### src/hw/rtl/drl_pkg.sv
// Shared types and constants for the dose rate limiter.
`timescale 1ns / 1ps

package drl_pkg;

    localparam int unsigned AMOUNT_W = 16;
    localparam int unsigned TIME_W   = 32;
    localparam int unsigned PUMP_W   = 32;
    localparam int unsigned CFG_W    = 32;
    localparam int unsigned CFG_IDX_W = 3;

    typedef enum logic [CFG_IDX_W-1:0] {
        REG_MAX_SINGLE_DOSE  = 3'd0,
        REG_MIN_INTERVAL_MS  = 3'd1,
        REG_WINDOW_LENGTH_MS = 3'd2,
        REG_ROLLING_CAP      = 3'd3,
        REG_PUMP_MS_PER_STEP = 3'd4
    } cfg_reg_t;

    localparam logic [AMOUNT_W-1:0] MAX_SINGLE_DOSE_RST  = 16'd80;
    localparam logic [TIME_W-1:0]   MIN_INTERVAL_MS_RST  = 32'd600000;
    localparam logic [TIME_W-1:0]   WINDOW_LENGTH_MS_RST = 32'd3600000;
    localparam logic [AMOUNT_W-1:0] ROLLING_CAP_RST      = 16'd640;
    localparam logic [AMOUNT_W-1:0] PUMP_MS_PER_STEP_RST = 16'd100;

    typedef enum logic {
        KIND_TICK = 1'b0,
        KIND_DOSE = 1'b1
    } kind_t;

    typedef enum logic [1:0] {
        STATUS_OK       = 2'd0,
        STATUS_BOUNDS   = 2'd1,
        STATUS_INTERVAL = 2'd2,
        STATUS_CAP      = 2'd3
    } status_t;

    typedef struct packed {
        logic [AMOUNT_W-1:0] max_single_dose;
        logic [TIME_W-1:0]   min_interval_ms;
        logic [TIME_W-1:0]   window_length_ms;
        logic [AMOUNT_W-1:0] rolling_cap;
        logic [AMOUNT_W-1:0] pump_ms_per_step;
    } cfg_t;

    typedef struct packed {
        status_t             status;
        logic [PUMP_W-1:0]   pump_ms;
        logic [AMOUNT_W-1:0] rolling_total;
    } result_t;

endpackage

### src/hw/rtl/dose_rate_limiter.sv
// Dose rate limiter top level: configuration registers, input and result registers.
`timescale 1ns / 1ps

// Fixed-window rate limiter for a dosing pump. Each transaction on the input
// channel is either a one-millisecond tick or a dose request; a request yields
// one result (status, pump time, window total), a tick yields none. The block
// takes one transaction per cycle while the output side is ready: an item is held
// in the input register, is decided by combinational logic including one 16x16
// multiply, and lands in the result register, from which the result is offered.
// Write configuration only while the block is idle.
module dose_rate_limiter
    import drl_pkg::*;
(
    input  logic                 clk,
    input  logic                 rst_n,
    input  logic                 cfg_we,
    input  logic [CFG_IDX_W-1:0] cfg_index,
    input  logic [CFG_W-1:0]     cfg_data,
    input  logic                 in_valid,
    output logic                 in_ready,
    input  logic                 kind,
    input  logic [AMOUNT_W-1:0]  amount,
    output logic                 out_valid,
    input  logic                 out_ready,
    output logic [1:0]           status,
    output logic [PUMP_W-1:0]    pump_ms,
    output logic [AMOUNT_W-1:0]  rolling_total
);

    cfg_t                cfg_reg;
    logic                s1_valid_reg;
    logic                s1_kind_reg;
    logic [AMOUNT_W-1:0] s1_amount_reg;
    logic                out_valid_reg;
    result_t             out_reg;
    result_t             result;
    logic                out_free;
    logic                s1_fire;
    logic                s1_result;

    always_ff @(posedge clk or negedge rst_n)
    begin
        if (!rst_n)
        begin
            cfg_reg.max_single_dose  <= MAX_SINGLE_DOSE_RST;
            cfg_reg.min_interval_ms  <= MIN_INTERVAL_MS_RST;
            cfg_reg.window_length_ms <= WINDOW_LENGTH_MS_RST;
            cfg_reg.rolling_cap      <= ROLLING_CAP_RST;
            cfg_reg.pump_ms_per_step <= PUMP_MS_PER_STEP_RST;
        end
        else if (cfg_we)
        begin
            unique case (cfg_index)
                REG_MAX_SINGLE_DOSE:  cfg_reg.max_single_dose  <= cfg_data[AMOUNT_W-1:0];
                REG_MIN_INTERVAL_MS:  cfg_reg.min_interval_ms  <= cfg_data[TIME_W-1:0];
                REG_WINDOW_LENGTH_MS: cfg_reg.window_length_ms <= cfg_data[TIME_W-1:0];
                REG_ROLLING_CAP:      cfg_reg.rolling_cap      <= cfg_data[AMOUNT_W-1:0];
                REG_PUMP_MS_PER_STEP: cfg_reg.pump_ms_per_step <= cfg_data[AMOUNT_W-1:0];
                default:              ;
            endcase
        end
    end

    assign out_free  = !out_valid_reg || out_ready;
    assign s1_result = s1_valid_reg && (s1_kind_reg == KIND_DOSE);
    assign s1_fire   = s1_valid_reg && ((s1_kind_reg == KIND_TICK) || out_free);
    assign in_ready  = !s1_valid_reg || s1_fire;

    drl_core u_core (
        .clk    (clk),
        .rst_n  (rst_n),
        .cfg    (cfg_reg),
        .fire   (s1_fire),
        .kind   (s1_kind_reg),
        .amount (s1_amount_reg),
        .result (result)
    );

    // Hold the input transaction until the decision stage takes it.
    always_ff @(posedge clk or negedge rst_n)
    begin
        if (!rst_n)
        begin
            s1_valid_reg <= 1'b0;
        end
        else if (in_ready)
        begin
            s1_valid_reg <= in_valid;
        end
    end

    always_ff @(posedge clk)
    begin
        if (in_ready && in_valid)
        begin
            s1_kind_reg   <= kind;
            s1_amount_reg <= amount;
        end
    end

    always_ff @(posedge clk or negedge rst_n)
    begin
        if (!rst_n)
        begin
            out_valid_reg <= 1'b0;
        end
        else if (out_free)
        begin
            out_valid_reg <= s1_result;
        end
    end

    always_ff @(posedge clk)
    begin
        if (out_free && s1_result)
        begin
            out_reg <= result;
        end
    end

    assign out_valid     = out_valid_reg;
    assign status        = out_reg.status;
    assign pump_ms       = out_reg.pump_ms;
    assign rolling_total = out_reg.rolling_total;

endmodule

### src/hw/rtl/drl_core.sv
// Time counter, window and dose history state with the per-request decision logic.
`timescale 1ns / 1ps

module drl_core
    import drl_pkg::*;
(
    input  logic                clk,
    input  logic                rst_n,
    input  cfg_t                cfg,
    input  logic                fire,
    input  logic                kind,
    input  logic [AMOUNT_W-1:0] amount,
    output result_t             result
);

    logic [TIME_W-1:0]   time_now_reg;
    logic [TIME_W-1:0]   time_now_next;
    logic [TIME_W-1:0]   window_start_reg;
    logic [TIME_W-1:0]   window_start_next;
    logic [TIME_W-1:0]   last_dose_time_reg;
    logic [TIME_W-1:0]   last_dose_time_next;
    logic                dosed_before_reg;
    logic                dosed_before_next;
    logic [AMOUNT_W-1:0] window_total_reg;
    logic [AMOUNT_W-1:0] window_total_next;

    logic                restart;
    logic [AMOUNT_W-1:0] total_eff;
    logic                bad_bounds;
    logic                bad_interval;
    logic [AMOUNT_W:0]   sum;
    logic                bad_cap;
    logic [PUMP_W-1:0]   product;
    status_t             status;

    assign restart      = (time_now_reg - window_start_reg) > cfg.window_length_ms;
    assign total_eff    = restart ? '0 : window_total_reg;
    assign bad_bounds   = (amount == '0) || (amount > cfg.max_single_dose);
    assign bad_interval = dosed_before_reg &&
                          ((time_now_reg - last_dose_time_reg) < cfg.min_interval_ms);
    assign sum          = {1'b0, total_eff} + {1'b0, amount};
    assign bad_cap      = sum > {1'b0, cfg.rolling_cap};
    assign product      = PUMP_W'(amount) * PUMP_W'(cfg.pump_ms_per_step);

    always_comb
    begin
        priority if (bad_bounds)
        begin
            status = STATUS_BOUNDS;
        end
        else if (bad_interval)
        begin
            status = STATUS_INTERVAL;
        end
        else if (bad_cap)
        begin
            status = STATUS_CAP;
        end
        else
        begin
            status = STATUS_OK;
        end
    end

    always_comb
    begin
        result.status        = status;
        result.pump_ms       = (status == STATUS_OK) ? product : '0;
        result.rolling_total = (status == STATUS_OK) ? sum[AMOUNT_W-1:0] : total_eff;
    end

    always_comb
    begin
        time_now_next       = time_now_reg;
        window_start_next   = window_start_reg;
        last_dose_time_next = last_dose_time_reg;
        dosed_before_next   = dosed_before_reg;
        window_total_next   = window_total_reg;
        if (fire)
        begin
            if (kind == KIND_TICK)
            begin
                time_now_next = time_now_reg + TIME_W'(1);
            end
            else
            begin
                if (restart)
                begin
                    window_start_next = time_now_reg;
                end
                window_total_next = result.rolling_total;
                if (status == STATUS_OK)
                begin
                    last_dose_time_next = time_now_reg;
                    dosed_before_next   = 1'b1;
                end
            end
        end
    end

    always_ff @(posedge clk or negedge rst_n)
    begin
        if (!rst_n)
        begin
            time_now_reg       <= '0;
            window_start_reg   <= '0;
            last_dose_time_reg <= '0;
            dosed_before_reg   <= 1'b0;
            window_total_reg   <= '0;
        end
        else
        begin
            time_now_reg       <= time_now_next;
            window_start_reg   <= window_start_next;
            last_dose_time_reg <= last_dose_time_next;
            dosed_before_reg   <= dosed_before_next;
            window_total_reg   <= window_total_next;
        end
    end

endmodule
### config.mk
export PLATFORM = sky130hd
export DESIGN_NAME = dose_rate_limiter
export DESIGN_NICKNAME = d
export VERILOG_FILES = /design/src/hw/rtl/drl_pkg.sv /design/src/hw/rtl/dose_rate_limiter.sv /design/src/hw/rtl/drl_core.sv
export SDC_FILE = /design/constraint.sdc
export NUM_CORES = 1
export LEC_CHECK = 0
export ABC_AREA = 1
export ABC_CLOCK_PERIOD_IN_PS = 8000
export BUFFER_PORTS_ARGS = -buffer_cell sky130_fd_sc_hd__buf_4
export CAP_MARGIN = 20
export CORE_ASPECT_RATIO = 1.25
export CORE_MARGIN = 3
export CORE_UTILIZATION = 47
export DETAILED_ROUTE_END_ITERATION = 10
export RECOVER_POWER = 25
export SETUP_SLACK_MARGIN = 0.4
export SYNTH_ARGS = -nofsm -noshare
export SYNTH_HDL_FRONTEND = slang
export SYNTH_SLANG_ARGS = --single-unit
export TNS_END_PERCENT = 5
### constraint.sdc
create_clock -name clk -period 8 [get_ports clk]
set_input_delay 1.2 -clock clk [delete_from_list [all_inputs] [get_ports clk]]
set_output_delay 1.2 -clock clk [all_outputs]
set_load 0.02 [all_outputs]
* Word-level counts from Yosys, hierarchy flattened
Cells that the tools add are included.
** Cells by class
- $add $sub $neg :: 4
- Multipliers :: 1
- Order comparisons :: 4
- Eq/ne operators :: 4
- Mux-type cells :: 5
- Bitwise gates (word level) :: 1
- Reductions and logical operators :: 23
** Operators by type and width (count)
- 32-bit subtractor :: 2
- 32-bit by 1-bit adder with 32-bit output, second input constant :: 1
- 32-bit greater-than comparator :: 1
- 32-bit < comparator :: 1
- 16-bit by 16-bit multiplier with 32-bit output :: 1
- 16-bit two-way mux :: 2
- 16-bit by 16-bit adder with 17-bit output :: 1
- 17-bit by 16-bit greater-than comparator with 1-bit output :: 1
- 16-bit greater-than comparator :: 1
- 16-bit logical NOT :: 1
- 2-bit AND reduction :: 7
- 3-bit by 2-bit equality test with 1-bit output, second input constant :: 2
- 2-bit two-way mux :: 3
- 3-bit AND reduction :: 2
- 1-bit logical AND :: 5
- 1-bit logical OR :: 4
- 3-bit by 1-bit equality test with 1-bit output, second input constant :: 1
- 3-bit equality test, second input constant :: 1
- 3-bit logical NOT :: 1
- 1-bit logical NOT :: 2
- 2-bit logical NOT :: 1
- 1-bit inverter :: 1
** Storage, ports and cells
- Flip-flop bits (word level) :: 294
- Input port bits :: 57
- Output and inout port bits :: 52

* Logic depth before layout (Yosys ltp)
- Depth in word-level cells :: 10
- Depth in mapped cells :: 49

* Modules after synthesis
Synthesis repeated with hierarchy kept, for this count alone.
** Unflattened totals
- Cell total of the unflattened synthesis :: 3384
- Area, all modules :: 26888.3 sq um
** By module, submodules not included
- drl_core :: instances 1, cells an instance 2821, area each 20299.5 sq um, sequential area each 2827.7 sq um
- dose_rate_limiter :: instances 1, cells an instance 563, area each 6588.8 sq um, sequential area each 4897.2 sq um

* Worst setup path before layout
No wires, ideal clock.
- Path type :: register to register
- From :: register u_core.time_now_reg[0]
- To :: register out_reg (netlist bit rolling_total[7]) (data pin)
- Setup time :: 0.255 ns
- Arrival time :: 6.022 ns
- Data required time :: 7.745 ns
- Setup slack :: 1.723 ns
- Stages on the path, launching flop included :: 41
- Cells stage by stage :: dfrtp_1 inv_1 ha_1 inv_1 fa_1 nand3_1 nand2_1 a21oi_1 o21ai_0 a21boi_0 inv_1 nand4_1 nand2_1 xor2_1 ha_1 nand2_1 nor2_1 nand4_1 [5 not listed] inv_1 ha_1 fa_1 nand3_1 nand3_2 nand2_1 o211ai_2 a21oi_1 xor2_1 inv_1 ha_1 nand4_1 nor3_1 nand4_1 a21oi_4 buf_4 nand4_1 and2_1
** RTL lines
- start, declared :: line drl_core.sv:16 : logic [TIME_W-1:0] time_now_reg;
- start signal, assigned :: line drl_core.sv:113 : time_now_reg <= time_now_next;
- end signal, assigned :: line dose_rate_limiter.sv:117 : out_reg <= result;
- end, declared :: line dose_rate_limiter.sv:35 : result_t out_reg;

==> run metrics <==
Top FF cell, synth dfrtp_1; CTS tree done; post-DP HPWL 66,100 microns; DIE HEIGHT between 200 and 300 microns; clock latency on the worst-skew pair about 560 ps; period utilization 0.887; Slowest-stage cell, CP dfrtp_2; antenna violations before repair 0; failing checks max-capacitance violations, max-slew violations; initial core utilization 0.478; Port Buf Inserts between 100 and 150; Seq/Total Area, Yosys 0.287; H-tree depth 2; Final Max Slew Viols 140; run status finished, violations left; filler cell count in the final layout approximately 5,400; f_max about 0.14 GHz; yosys warns 0; # diodes 0; routed vias between 20,000 and 25,000; Max Cap Viol 2; synthesis-to-finish area growth 11.5%; Post-route DRC 0; Post-Synthesis Cell Area 26,900 sq um; Seq cells post-synth 294; CP max FO 10; # setup viols final 0; Crit. End Element flop; clk sink count ~290; total count of hold-check failures in the final report 0; crit path launch type flop; post-DR vias/cell approximately 5.2; Worst Path Required ~8300 ps; Mapped Cells 3,377; Synthesized Nets between 3,000 and 4,000; # rows between 90 and 100; # nets final 4,016; GP Congestion 0.939; IO Pins between 100 and 150; drt first-iter violations around 1,300; wire length per cell around 20 microns; Post-synth EDFFs 67; synth unique cells 52; Die ar. about 60,000 sq um; Crit path top cell by count nand2_1; Worst EP arrival 7390 ps; Largest stage delay, worst path about 430 ps; GR Overflow Total 0; Post-DP Area about 29,000 sq um; GRT Overall Usage 0.277; Setup WS post-layout between 900 and 1000 ps; DRT Pass-1 Iters 5; Max Root-Sink Buffers 3; post-route cell area around 30,000 sq um; Tightest Hold Check Type reg -> reg; cts bufs inserted 36; RSZ-0062 raised after global routing true; min Tclk post-route around 7100 ps; register area between 7000 and 8000 sq um; Final Skew ~25 ps; setup_tns 0 ps; Post-Route WL 83,500 microns; first-pass GRT wire length around 130,000 microns; vias in the first global route between 20,000 and 25,000; max reg flops approximately 110; WS Path Type reg -> reg; Place WS 247 ps; width of the chip around 220 microns; share of cells above drive strength 1 0.0860; largest net degree at the start of global routing approximately 110; Worst-Margin Slew about 5800 ps; total core area 56,300 sq um; CTS root buffer clkbuf_16; Synth async-reset ratio 0.772; Post-DRT Antenna Nets 0; Avg Inst Size Synth approximately 8 sq um; Reg clk slew, reported paths ~50 ps; area of the multi-input gates 16,200 sq um; Slew HR -2.89
-- placed cells by master, fill, tap and decap left out, types with 5 or more instances in the layout --
cell,count
clkinv_1,7
dfstp_2,26
o21a_1,10
nand4_1,46
dfrtp_1,200
o21ai_0,211
clkinv_2,6
a21oi_2,5
a21o_1,23
o211ai_1,6
nor3_2,5
nand3_1,72
xor2_1,72
clkbuf_4,19
inv_1,681
xnor2_1,45
and2_1,18
buf_12,5
o21ai_1,39
o21bai_1,7
clkbuf_16,40
a21oi_1,167
a31oi_1,12
nand3b_1,11
nand2_1,834
clkbuf_1,11
nor3_1,28
fa_1,196
edfxtp_1,67
nor4_1,9
ha_1,278
buf_4,148
nor2_1,147
inv_2,5
-- path summary, 6_finish.rpt --
path / startpoint / endpoint / slack, ps / cells past startpoint
setup / recovery: u_core.time_now_reg[0] / rolling_total[14] / 900 / 42
hold / removal: u_core.dosed_before_reg / u_core.dosed_before_reg / 460 / 2
setup reg to reg: u_core.time_now_reg[0] / rolling_total[14] / 900 / 42
hold reg to reg: u_core.dosed_before_reg / u_core.dosed_before_reg / 460 / 2
max in group asynchronous: rst_n / u_core.last_dose_time_reg[5] / 1920 / 1
min in group asynchronous: rst_n / u_core.time_now_reg[21] / 2790 / 1
-- critical path, delay by kind of cell, from the launching register on --
family	cells	cell delay [ps]
AO/OA/AOI/OAI	3	430
AND/OR/NAND/NOR	25	3240
buffers and inverters	7	930
adder cells (fa/ha/maj)	5	1440
flip-flops	1	430
XOR/XNOR	2	350
-- per-stage QoR --
stage          utilization  hold slack, ps  instances
3_3_place_gp         0.509             444       4172
3_5_place_dp         0.510             454       4173
2_1_floorplan            -             423       3377
6_report             0.534             460       4254
5_1_grt              0.534             493       4254
4_1_cts              0.530             468       4239
-- area by class of cell --
type	count	area share
Sequential cell	294	0.257
Inverter	686	0.0857
Timing Repair Buffer	181	0.0494
Clock buffer	47	0.0331
Multi-Input combinational cell	2285	0.539
Clock inverter	19	0.00504
Tap cell	742	0.0309
-- cells by family (layout without fill, tap and decap cells) --
| family | Yosys count | after routing | synth area share |
|---|---|---|---|
| xor gates and xnor gates | 117 | 117 | 0.0380 |
| adders and majority gates | 475 | 475 | 0.276 |
| buffers and inverters | 799 | 933 | 0.114 |
| AOI/OAI and AO/OA | 496 | 496 | 0.0996 |
| and+or+nand+nor | 1196 | 1197 | 0.186 |
| DFF | 294 | 294 | 0.287 |
-- repair_timing --
action	CTS	global route
setup endpoints to repair	51	99
gates resized for setup	2	19
pin swaps	0	9
buffers inserted	0	9
hold buffers	0	0
gates cloned	0	5
-- metal layers --
metal  wire [microns]  GRT usage
met4             6080      0.168
met2            42800      0.509
met1            31600      0.308
met5                0          0
met3             3100     0.0264
-- synth_stat cells (11+ instances only) --
library cell | instances | share of area
nand2_1 | 837 | 0.12
inv_1 | 682 | 0.095
ha_1 | 278 | 0.13
o21ai_0 | 214 | 0.040
dfrtp_1 | 201 | 0.19
fa_1 | 197 | 0.15
a21oi_1 | 171 | 0.032
nor2_1 | 146 | 0.020
clkbuf_1 | 87 | 0.012
nand3_1 | 73 | 0.014
xor2_1 | 72 | 0.023
edfxtp_1 | 67 | 0.075
nand4_1 | 45 | 0.010
xnor2_1 | 45 | 0.015
o21ai_1 | 36 | 0.0067
nor3_1 | 28 | 0.0052
dfstp_2 | 26 | 0.025
a21o_1 | 23 | 0.0064
and2_1 | 18 | 0.0042
a31oi_1 | 12 | 0.0028
buf_2 | 11 | 0.0020
buf_4 | 11 | 0.0031
nand3b_1 | 11 | 0.0031
Power is not shown: default switching activity piles up to over one toggle a cycle in this logic, so the estimate is an artifact.
